$ cat config.mk
export PLATFORM = sky130hd
export DESIGN_NAME = tcw_queue
export DESIGN_NICKNAME = d
export VERILOG_FILES = /design/src/rtl/tcw_pkg.sv /design/src/rtl/tcw_queue.sv
export SDC_FILE = /design/constraint.sdc
export NUM_CORES = 1
export LEC_CHECK = 0
export ABC_AREA = 1
export ABC_CLOCK_PERIOD_IN_PS = 1600
export CAP_MARGIN = 30
export CORE_MARGIN = 1
export CORE_UTILIZATION = 55
export DETAILED_ROUTE_END_ITERATION = 6
export DONT_BUFFER_PORTS = 1
export GPL_TIMING_DRIVEN = 1
export HOLD_SLACK_MARGIN = 0.05
export MAX_ROUTING_LAYER = met4
export PLACE_DENSITY_LB_ADDON = 0.1
export SLEW_MARGIN = 5
export SYNTH_ARGS = -nofsm -noshare
export SYNTH_HDL_FRONTEND = slang
export SYNTH_SLANG_ARGS = --single-unit
$ cat constraint.sdc
create_clock -name clk -period 1.6 [get_ports clk]
set_clock_uncertainty 0.05 [all_clocks]
set_input_delay 0.08 -clock clk [delete_from_list [all_inputs] [get_ports clk]]
set_output_delay 0.08 -clock clk [all_outputs]
set_load 0.02 [all_outputs]
$ cat src/rtl/tcw_pkg.sv
// ----------------------------------------------------------------------------
// tcw_pkg
// Shared types, codes and defaults of the text console character writer.
// ----------------------------------------------------------------------------
package tcw_pkg;

  localparam int DEF_COLUMNS     = 80;
  localparam int DEF_ROWS        = 25;
  localparam int DEF_QUEUE_DEPTH = 4;

  localparam int S_TDATA_W = 24;
  localparam int M_TDATA_W = 40;

  localparam logic [1:0] CMD_PUT   = 2'd0;
  localparam logic [1:0] CMD_CLEAR = 2'd1;
  localparam logic [1:0] CMD_READ  = 2'd2;

  localparam logic [7:0] CH_BS    = 8'h08;
  localparam logic [7:0] CH_TAB   = 8'h09;
  localparam logic [7:0] CH_LF    = 8'h0A;
  localparam logic [7:0] CH_CR    = 8'h0D;
  localparam logic [7:0] CH_SPACE = 8'h20;

  localparam logic [7:0] RESET_ATTR = 8'h0F;
  localparam int         TAB_STEP   = 8;

  typedef enum logic [2:0] {
    OP_NOP   = 3'd0,
    OP_PUT   = 3'd1,
    OP_NL    = 3'd2,
    OP_CR    = 3'd3,
    OP_TAB   = 3'd4,
    OP_BS    = 3'd5,
    OP_CLEAR = 3'd6,
    OP_READ  = 3'd7
  } op_t;

  typedef struct packed {
    op_t        op;
    logic [7:0] chr;
    logic       rd_ok;
  } cmd_entry_t;

endpackage

$ cat src/rtl/tcw_queue.sv
// ----------------------------------------------------------------------------
// tcw_queue
// Short FIFO of decoded operations between the front and the back.
// ----------------------------------------------------------------------------
module tcw_queue import tcw_pkg::*; #(
  parameter int DEPTH  = DEF_QUEUE_DEPTH,
  parameter int DATA_W = 8
) (
  input  logic              clk,
  input  logic              rst,
  input  logic              push_valid,
  output logic              push_ready,
  input  logic [DATA_W-1:0] push_data,
  output logic              pop_valid,
  input  logic              pop_ready,
  output logic [DATA_W-1:0] pop_data
);

  localparam int PW = (DEPTH > 1) ? $clog2(DEPTH) : 1;

  logic [DATA_W-1:0] slots [DEPTH];
  logic [PW-1:0]     wptr;
  logic [PW-1:0]     rptr;
  logic [PW:0]       count;
  logic              do_push;
  logic              do_pop;

  assign push_ready = (count != (PW+1)'(DEPTH));
  assign pop_valid  = (count != '0);
  assign do_push    = push_valid && push_ready;
  assign do_pop     = pop_valid && pop_ready;
  assign pop_data   = slots[rptr];

  always_ff @(posedge clk) begin
    if (do_push) begin
      slots[wptr] <= push_data;
    end
  end

  always_ff @(posedge clk) begin
    if (rst) begin
      wptr  <= '0;
      rptr  <= '0;
      count <= '0;
    end else begin
      if (do_push) begin
        wptr <= (wptr == PW'(DEPTH - 1)) ? '0 : wptr + PW'(1);
      end
      if (do_pop) begin
        rptr <= (rptr == PW'(DEPTH - 1)) ? '0 : rptr + PW'(1);
      end
      if (do_push && !do_pop) begin
        count <= count + (PW+1)'(1);
      end else if (do_pop && !do_push) begin
        count <= count - (PW+1)'(1);
      end
    end
  end

endmodule

==> metrics.txt <==
Hold Path Cell Cnt 5; syn_area_per_cell 11.70 sq um; outcome finished with violations; antenna-violating nets left 0; Yosys Warn Count 0; crit path max fanout 2; worst-margin pin slew about 0.27 ns; CP cell instances nor2_4 > nand2_4 > nand2_4 > inv_2 > ha_4 > inv_2 > fa_2 > o21ai_1 > nor2_1; Leak 0.8563 nW; H-tree Lvls 2; min cycle time layout 1.662 ns; pre-CTS WS -0.1054 ns; clk_lat worst skew about 0.35 ns; cell taking the most area after synthesis edfxtp_1; share of the yosys chip area belonging to registers 67.26%; critical path startpoint category register; Power Total between 0.003 and 0.004 W; TritonCTS clock tree built; drt pass-1 iters 6; Die H 57.54 um; asr flop ratio synth 0%; Mapped Area 0.001697 sq mm; placed cell count 195; die area 0.003311 sq mm; Max Slew Vio Count 0; Starting Density 59.97%; syn_nets 164; Root Buffer clkbuf_4; Critical-path top delay cell fa_2; wire length on met2 1649 um; maximum vdd ir drop 1.271 mV; ANT cells 0; CP endpoint kind register; initial antenna violation count 0; fin crit share 103.9%; fin nets 204; Cell variety after synth 20; WL met3 147 um; Syn-to-layout area delta 26.40%; I/O pin count 22; Post-synth EDFFs 32; Layout Cells excl Fill 217; critical path type reg2reg; final setup fails 3; Post-synth top cells edfxtp_1 (32), nor2_1 (32), inv_1 (15), o21ai_0 (13), nand2_1 (11); Worst-path clk slew 0.12 ns; Synth Instances roughly 150; area of the core 0.002829 sq mm; clk buf depth 2; Final Hold Fails 0; slack of the critical path -0.06191 ns; top-area cell type share of the netlist area 56.64%; pwr dens ~1700 mW/mm^2; dpl hpwl roughly 2100 um; maximum achievable frequency ~600 MHz; PortBufs 0; Filler cells 194; # rows 19; R2R cell count 9; share of layout cells above drive strength 1 26.34%; CP max stage delay around 0.42 ns; failing checks design-rule violations, negative setup slack; Hold Crit Class in2reg; crit path DAT about 1.9 ns; Vias/cell around 5.2; pin count of the biggest net entering global routing 17; DRT iter0 DRCs 72; slew margin rel. 81.97%; total congestion overflow 0; CTS Sinks 41; WP data required 1.80 ns; Area contributors post-synth edfxtp_1 (57%), dfxtp_1 (11%), nor2_1 (7.1%); wl on met1 1191 um; Die W 57.54 um; vias in the first global route 1075; Wirelength per Cell around 14 um; # DRC 1; final RePlAce weighted congestion 0.7480; GR Util All Layers 21.68%; Post-Route WL 3032 um; RSZ-0062 raised after global routing yes; top routing layer in use met4; max-cap viol count 0; total CTS buffers 5; routed vias 1137; first-pass GRT wire length 4892 um; top_reg_cell synth edfxtp_1; Post-Route Utilization 75.81%; Seq cells post-synth 41
## per-layer routing
metal	vias to the layer above	GRT usage, %
met2	24	38.70
met4	0	7.317
met1	528	22.50
met5	-	-
met3	5	6.576
li1	580	-
## where the power goes
| part | switching (W) | internal (W) | total (W) | leakage (nW) |
|---|---|---|---|---|
| Sequential | 0.000107 | 0.00133 | 0.00144 | 0.369 |
| Combinational | 0.000803 | 0.000619 | 0.00142 | 0.443 |
| Clock | 0.000327 | 0.000371 | 0.000699 | 0.0445 |
## worst max-delay path: cells and delay by family (launching register included)
| family | cells | cell delay [ns] |
|---|---|---|
| adder cells (fa/ha/maj) | 2 | 0.57 |
| flip-flops | 1 | 0.36 |
| AND/OR/NAND/NOR | 4 | 0.35 |
| AO/OA/AOI/OAI | 1 | 0.14 |
| buffers and inverters | 2 | 0.10 |
## logic make-up (layout without fill, tap and decap cells)
| kind of cell | Yosys count | after routing | synth area share (%) |
|---|---|---|---|
| buffers and inverters | 18 | 59 | 4.867 |
| adder cells (fa/ha/maj) | 7 | 7 | 5.605 |
| flip-flops | 41 | 41 | 67.26 |
| AND/OR/NAND/NOR | 51 | 51 | 12.54 |
| AO/OA/AOI/OAI | 27 | 27 | 9.218 |
| XOR/XNOR | 1 | 1 | 0.5163 |
## what timing repair did
action / CTS / global route
setup endpoints to repair: 4 / 3
hold buffers: 12 / 0
pin swaps: 8 / 0
resized for setup: 3 / 0
hold endpoints to repair: 41 / 0
setup buffers: 2 / 0
## registers in the layout, indices dropped and copies added (netlist names), named ones only
signal and cells:
wptr 2, count 3, slots 32, rptr 2
## path summary, 6_finish.rpt
| check | slack, ns | start | endpoint |
|---|---|---|---|
| setup reg to reg | -0.06 | count[1] | count[1] |
| setup / recovery | -0.06 | count[1] | count[1] |
| hold reg to reg | 0.50 | rptr[1] | register |
| hold / removal | 0.09 | push_valid | count[0] |
## layout by cell type, fill, tap and decap left out, drive strengths merged
| cell type | n |
|---|---|
| clkinvlp | 1 |
| o22ai | 8 |
| edfxtp | 32 |
| nor2 | 33 |
| nand3 | 1 |
| o21ai | 17 |
| xor2 | 1 |
| nand4 | 1 |
| dfxtp | 9 |
| clkbuf | 6 |
| nand3b | 2 |
| dlygate4sd3 | 12 |
| inv | 16 |
| a21oi | 2 |
| bufinv | 1 |
| fa | 1 |
| nand2 | 14 |
| buf | 23 |
| ha | 6 |
## cell type report
class	instances	area (sq um)	area share [%]
repair buffers	35	292.8	13.65
flip-flops and latches	41	1149	53.56
clock buffers	6	51.30	2.392
multi-input cells	86	515.5	24.04
inverters	16	60.06	2.800
well taps	31	38.79	1.809
clock inverters	2	37.54	1.750
## stage by stage
step	cell area (sq um)	TNS [ns]	hold slack, ns
3_3_place_gp	1918	-0.04432	0.09710
4_1_cts	2145	-0.1455	0.07826
2_1_floorplan	1744	-0.1590	0.09270
3_5_place_dp	1918	-0.1927	0.1029
6_report	2145	-0.1153	0.08541
5_1_grt	2145	-0.4194	0.08612
Power figures use the tool's default switching activity.
