==> config.mk <==
export PLATFORM = sky130hd
export DESIGN_NAME = tcw_front
export DESIGN_NICKNAME = d
export VERILOG_FILES = /design/src/rtl/tcw_pkg.sv /design/src/rtl/tcw_front.sv
export SDC_FILE = /design/constraint.sdc
export NUM_CORES = 1
export LEC_CHECK = 0
export ABC_AREA = 1
export BUFFER_PORTS_ARGS = -buffer_cell sky130_fd_sc_hd__buf_2
export CORE_UTILIZATION = 25
export DETAILED_ROUTE_END_ITERATION = 7
export PLACE_DENSITY = 0.59
export SLEW_MARGIN = 20
export SYNTH_ARGS = -nofsm -noshare
export SYNTH_HDL_FRONTEND = slang
export SYNTH_SLANG_ARGS = --single-unit
export TNS_END_PERCENT = 50
==> constraint.sdc <==
create_clock -name vclk -period 6.17
set_clock_uncertainty 0.05 [all_clocks]
set_input_delay 1.234 -clock vclk [all_inputs]
set_output_delay 1.234 -clock vclk [all_outputs]
set_load 0.005 [all_outputs]
==> src/rtl/tcw_pkg.sv <==
// ----------------------------------------------------------------------------
// tcw_pkg
// Shared types, codes and defaults of the text console character writer.
// ----------------------------------------------------------------------------
package tcw_pkg;

  localparam int DEF_COLUMNS     = 80;
  localparam int DEF_ROWS        = 25;
  localparam int DEF_QUEUE_DEPTH = 4;

  localparam int S_TDATA_W = 24;
  localparam int M_TDATA_W = 40;

  localparam logic [1:0] CMD_PUT   = 2'd0;
  localparam logic [1:0] CMD_CLEAR = 2'd1;
  localparam logic [1:0] CMD_READ  = 2'd2;

  localparam logic [7:0] CH_BS    = 8'h08;
  localparam logic [7:0] CH_TAB   = 8'h09;
  localparam logic [7:0] CH_LF    = 8'h0A;
  localparam logic [7:0] CH_CR    = 8'h0D;
  localparam logic [7:0] CH_SPACE = 8'h20;

  localparam logic [7:0] RESET_ATTR = 8'h0F;
  localparam int         TAB_STEP   = 8;

  typedef enum logic [2:0] {
    OP_NOP   = 3'd0,
    OP_PUT   = 3'd1,
    OP_NL    = 3'd2,
    OP_CR    = 3'd3,
    OP_TAB   = 3'd4,
    OP_BS    = 3'd5,
    OP_CLEAR = 3'd6,
    OP_READ  = 3'd7
  } op_t;

  typedef struct packed {
    op_t        op;
    logic [7:0] chr;
    logic       rd_ok;
  } cmd_entry_t;

endpackage

==> src/rtl/tcw_front.sv <==
// ----------------------------------------------------------------------------
// tcw_front
// Input side: accepts transactions, decodes them into operations and
// computes the cell address of reads.
// ----------------------------------------------------------------------------
module tcw_front import tcw_pkg::*; #(
  parameter int COLUMNS = DEF_COLUMNS,
  parameter int ROWS    = DEF_ROWS,
  parameter int AW      = $clog2(DEF_COLUMNS * DEF_ROWS)
) (
  input  logic                 s_axis_tvalid,
  output logic                 s_axis_tready,
  input  logic [S_TDATA_W-1:0] s_axis_tdata,  // char_code, read_row, read_col
  input  logic [1:0]           s_axis_tuser,  // cmd
  input  logic                 init_busy,
  output logic                 push_valid,
  input  logic                 push_ready,
  output cmd_entry_t           push_entry,
  output logic [AW-1:0]        push_addr
);

  logic [7:0] char_code;
  logic [4:0] read_row;
  logic [6:0] read_col;
  logic [1:0] cmd;

  assign char_code = s_axis_tdata[7:0];
  assign read_row  = s_axis_tdata[12:8];
  assign read_col  = s_axis_tdata[19:13];
  assign cmd       = s_axis_tuser;

  assign s_axis_tready = push_ready && !init_busy;
  assign push_valid    = s_axis_tvalid && !init_busy;

  always_comb begin
    push_entry.chr   = char_code;
    push_entry.rd_ok = (7'(read_row) < 7'(ROWS)) && (8'(read_col) < 8'(COLUMNS));
    case (cmd)
      CMD_PUT: begin
        case (char_code)
          CH_LF:   push_entry.op = OP_NL;
          CH_CR:   push_entry.op = OP_CR;
          CH_TAB:  push_entry.op = OP_TAB;
          CH_BS:   push_entry.op = OP_BS;
          default: push_entry.op = OP_PUT;
        endcase
      end
      CMD_CLEAR: push_entry.op = OP_CLEAR;
      CMD_READ:  push_entry.op = OP_READ;
      default:   push_entry.op = OP_NOP;
    endcase
  end

  assign push_addr = AW'(AW'(read_row) * AW'(COLUMNS)) + AW'(read_col);

endmodule

==> results of run 1 <==
## per-stage QoR
step	total power, uW	instances	hold WS (ns)	setup WS, ns
final	67.6	153	2.42	1.99
after global routing	77.8	153	2.42	1.83
after CTS	68.6	153	2.42	1.98
after detailed placement	67.7	153	2.42	1.98
after global placement	66.9	153	2.42	1.99
after floorplan	44.7	95	2.45	2.31
## cells in the final DEF (no fill, tap or decap), types with 2 or more instances in the layout
cell	netlist	routed
xnor2_1	3	3
fa_1	2	2
xor2_1	3	3
a21oi_1	4	4
nor3_1	2	2
nor2_1	8	8
ha_1	11	11
buf_2	0	42
nand3_1	5	5
nand2_1	22	22
inv_1	15	15
## critical path, cell delays in order
cell,delay (ns)
buf_2,0.13
ha_1,0.29
ha_1,0.22
fa_1,0.58
nand2_1,0.09
nor2_2,0.10
inv_1,0.04
nand2_1,0.05
nand2_1,0.04
buf_2,0.11
## per-layer routing
metal | vias to the layer above | GRT usage [%]
met3 | 0 | 0.298
li1 | 347 | -
met5 | - | 0
met4 | 0 | 0
met1 | 271 | 11.5
met2 | 26 | 21.1
## cell families after synthesis
group / Yosys count / synth area share, %
and+or+nand+nor: 41 / 28.8
adders and majority gates: 13 / 29.6
buffers and inverters: 27 / 24.4
AOI/OAI and AO/OA: 8 / 8.35
xor gates and xnor gates: 6 / 8.77
## report_power, final
group | leakage, uW | internal, uW | total (uW) | switching [uW]
clock | 0 | 0 | 0 | 0
combinational | 0.000470 | 33.2 | 67.6 | 34.4
sequential | 0 | 0 | 0 | 0
## final timing paths
check             slack, ns             to              from  cells after the start
setup / recovery       1.99  push_addr[10]   s_axis_tdata[9]                     10
hold / removal         2.42   push_addr[0]  s_axis_tdata[13]                      0
## area by class of cell
cell class	instances	area (um2)
well taps	28	35.0
inverters	15	56.3
fillers	256	1480
multi-input cells	68	453
repair buffers	42	210
==> results.md, run 1 <==
- First-pass GRT wire length: around 2100 um
- Post-route setup TNS: 0 ns
- Top-count cell post-synth: nand2_1
- ANT cells: 0
- Core Area: roughly 2200 um2
- GP Congestion: ~0.70
- Peak VDD IR: 0.0000419 V
- Die area: approximately 2600 um2
- Top cells by count, synth: nand2_1, inv_1, buf_4
- CTS hold repair buffers: 0
- Mean routed wirelength per cell: 8.28 um
- Starting Density: a little over a quarter
- Synth top area cells: ha_1, buf_4, nand2_1, inv_1, fa_1
- Startpoint Class: input pin
- Vias: 644
- Final Critical Period: 4.18 ns
- Chip height: 51.0 um
- Syn. warnings: 0
- Clk_buf instances: 0
- Critical path endpoint category: primary output
- Post-DP HPWL: approximately 1100 um
- Vias in the first global route: about 580
- GRT Util Overall: about a tenth
- Critical Path AT: about 2.9 ns
- Unique cell type count in the Yosys netlist: 19
- Via density: roughly 4.2
- Max Used Layer: met3
- Syn_nets: approximately 140
- Final setup viols: 0
- Syn_area_per_cell: around 6.3 um2
- Seq/Total Area, Yosys: 0%
- DRC viols: 0
- Initial drt markers: 2
- Metal3 WL: roughly 84 um
- Fmax: about 240 MHz
- Placed inst area: around 750 um2
- Core Util, Final: about a third
- Die width: between 50 and 60 um
- # IOs: 54
- Max-slew violations: 0
- Design area: roughly 750 um2
- WL final: 1270 um
- Cells after Synth: between 90 and 100
- Max_cap viols: 0
- Max FO, Critical Path: 4
- Antenna violations before repair: 0
- Share of layout cells above drive strength 1: a little under two fifths
- Pre-antenna DRT Iters: 4
- Grt ovf: 0
- Final hold violation count: 0
- Hold crit path type: input pin to primary output
- Wire length on met2: between 600 and 700 um
- Pleak: ~0.00047 uW
- RSZ-0062 raised after global routing: no
- Post-synth top area share: between 20% and 30%
- Worst Tran Pin Value: around 0.3 ns
- NumNets Final: around 170
- Resize count post-CTS: 0
- Slew HR: about four fifths
- Outcome: finished clean
- Final period util: 67.7%
- Pin count of the biggest net entering global routing: 6
- Placement Rows: 17
- Area delta synth->final: 25.9%
- Mapped Area: between 500 and 600 um2
- Final sequential cell count: 0
- Metal-1 WL: ~570 um
- Port Buf Inserts: 42
- Worst Path Required: approximately 4.9 ns
- Routed Antenna Nets: 0
- Power Dens Cells: between 80 and 90 nW/um2
- Area leader, netlist: ha_1
- Post-CTS setup buffers: 0
- Total area of sequential cells: 0 um2
- WS Path Type: input pin to primary output
(Power assumes the default switching activity.)
==> inputs of run 2 (changes only) <==
--- a/config.mk
+++ b/config.mk
@@ -5,11 +5,11 @@
 export SDC_FILE = /design/constraint.sdc
 export NUM_CORES = 1
 export LEC_CHECK = 0
-export ABC_AREA = 1
+export ABC_AREA = 0
 export BUFFER_PORTS_ARGS = -buffer_cell sky130_fd_sc_hd__buf_2
 export CORE_UTILIZATION = 25
 export DETAILED_ROUTE_END_ITERATION = 7
-export PLACE_DENSITY = 0.59
+export PLACE_DENSITY = 0.62
 export SLEW_MARGIN = 20
 export SYNTH_ARGS = -nofsm -noshare
 export SYNTH_HDL_FRONTEND = slang
==> constraint.sdc (replaced) <==
create_clock -name vclk -period 4.2
set_clock_uncertainty 0.05 [all_clocks]
set_input_delay 0.84 -clock vclk [all_inputs]
set_output_delay 0.84 -clock vclk [all_outputs]
set_load 0.005 [all_outputs]
==> results.md, run 2 <==
- Outcome: finished clean
- Slew HR: approximately 80%
- Hold slack: ~1.6 ns
- Mapped Area: around 520 um2
- Commonest non-fill, non-tap cell in the layout: buf_2
- Cell internal pwr: around 48 uW
- Share of layout cells above drive strength 1: 43.3%
- Max_cap viols: 0
- Vias: ~550
- Max stage delay on crit path: roughly 0.38 ns
- # IOs: 54
- Clk_buf instances: 0
- Starting Density: between 20% and 30%
- NumNets Final: approximately 140
- Core Area: about 2000 um2
- Die width: 47.5 um
- Unique cell type count in the Yosys netlist: 19
- Resize count post-CTS: 0
- CTS hold repair buffers: 0
- Final hold violation count: 0
- Final period util: between 80% and 90%
- DRC viols: 0
- Sw Share: 47.6%
- Synth top area cells: ha_1, buf_4, xnor2_1, fa_1, inv_1
- Routed Antenna Nets: 0
- Antenna violations before repair: 0
- Combinational group share of total power: 100.0%
- Cells after Synth: 67
- Peak VDD IR: a little under 0.0001 V
- Post-synth top area share: a little over a quarter
- Worst Tran Pin Value: around 0.30 ns
- Top cells by count, synth: buf_4, ha_1, inv_1, nor2_1, xnor2_1
- Max-slew violations: 0
- Pre-antenna DRT Iters: 4
- Setup WS post-layout: around 0.54 ns
- Final sequential cell count: 0
- Slowest cell on crit path: fa_1
- Clock share of power: 0%
- ANT cells: 0
- RSZ-0062 raised after global routing: no
- Mean routed wirelength per cell: ~8.8 um
- Max FO, Critical Path: 4
- Fmax: 274 MHz
- Pleak: between 0.0003 and 0.0004 uW
- Syn_area_per_cell: 7.73 um2
- Post-CTS setup buffers: 0
- Chip height: about 48 um
- Total area of sequential cells: 0 um2
- Power Dens Cells: ~140 nW/um2
- Placement Rows: 16
- Critical path endpoint category: primary output
- Hold crit path type: input pin to primary output
- Flop pwr share: 0%
- Area leader, netlist: ha_1
- Worst slack, placed: 0.537 ns
- Top-count cell post-synth: buf_4
- GRT Util Overall: 9.05%
- WS Path Type: input pin to primary output
- Port Buf Inserts: 42
- Vias in the first global route: approximately 430
- GP Congestion: about 0.69
- Post-DP HPWL: just under 1000 um
- Critical Path AT: around 2.8 ns
- Worst path cell trace: buf_2 -> ha_1 -> ha_1 -> fa_1 -> xor2_1 -> o2111ai_1 -> xnor2_1 -> xnor2_1 -> buf_2
- Worst Path Required: between 3 and 4 ns
- WL final: ~1100 um
- Seq/Total Area, Yosys: 0%
- Final Critical Period: 3.66 ns
- Syn. warnings: 0
- Area delta synth->final: 29.7%
- Final setup viols: 0
- Pin count of the biggest net entering global routing: 6
- Commonest cells after routing, fill and taps aside: buf_2, ha_1, nor2_1, inv_1, xnor2_1
- First-pass GRT wire length: between 1500 and 2000 um
- Syn_nets: ~110
- Die area: about 2300 um2
- Post-route setup TNS: 0 ns
- P_sw: about 44 uW
- Startpoint Class: input pin
- Grt ovf: 0
- Initial drt markers: 6
- Via density: 4.40
==> run 2: per-stage QoR <==
stage          util (%)  total power, uW  area, um2  instances
2_1_floorplan         -             59.0        518         67
4_1_cts            34.2             93.7        672        124
3_3_place_gp       34.2             91.6        672        124
5_1_grt            34.2              106        672        124
3_5_place_dp       34.2             92.5        672        124
6_report           34.2             92.5        672        124
==> run 2: layout make-up <==
class,count,area (um2)
well taps,27,33.8
repair buffers,42,210
multi-input cells,49,405
inverters,6,22.5
fillers,224,1290
==> run 2: kinds of logic after synthesis <==
group	after synthesis	synth area share [%]
AOI/OAI and AO/OA	13	15.9
buffers and inverters	18	21.7
xor gates and xnor gates	8	13.5
adders and majority gates	13	34.3
and+or+nand+nor	15	14.5
==> run 2: power by group through the flow <==
stage	Clock (uW)	Combinational [uW]	Sequential, uW
CTS	0	93.7	0
finish	0	92.5	0
global route	0	106	0
detailed placement	0	92.5	0
global placement	0	91.6	0
floorplan	0	59.0	0
==> run 2: worst max-delay path: cells and delay by family <==
family | cells | cell delay (ns)
adder cells (fa/ha/maj) | 3 | 0.91
XOR/XNOR | 3 | 0.59
buffers and inverters | 2 | 0.26
AO/OA/AOI/OAI | 1 | 0.17
==> run 2: metal layers <==
| layer | part of all wire, % | wire length [um] | track usage [%] |
|---|---|---|---|
| met5 | 0 | 0 | 0 |
| met4 | 0 | 0 | 0.571 |
| met3 | 12 | 129 | 0 |
| met2 | 44 | 481 | 17.3 |
| met1 | 44 | 473 | 11.8 |
==> run 2: final timing paths <==
path  cells past startpoint             start             to
max                       9   s_axis_tdata[9]  push_addr[10]
min                       0  s_axis_tdata[14]   push_addr[1]
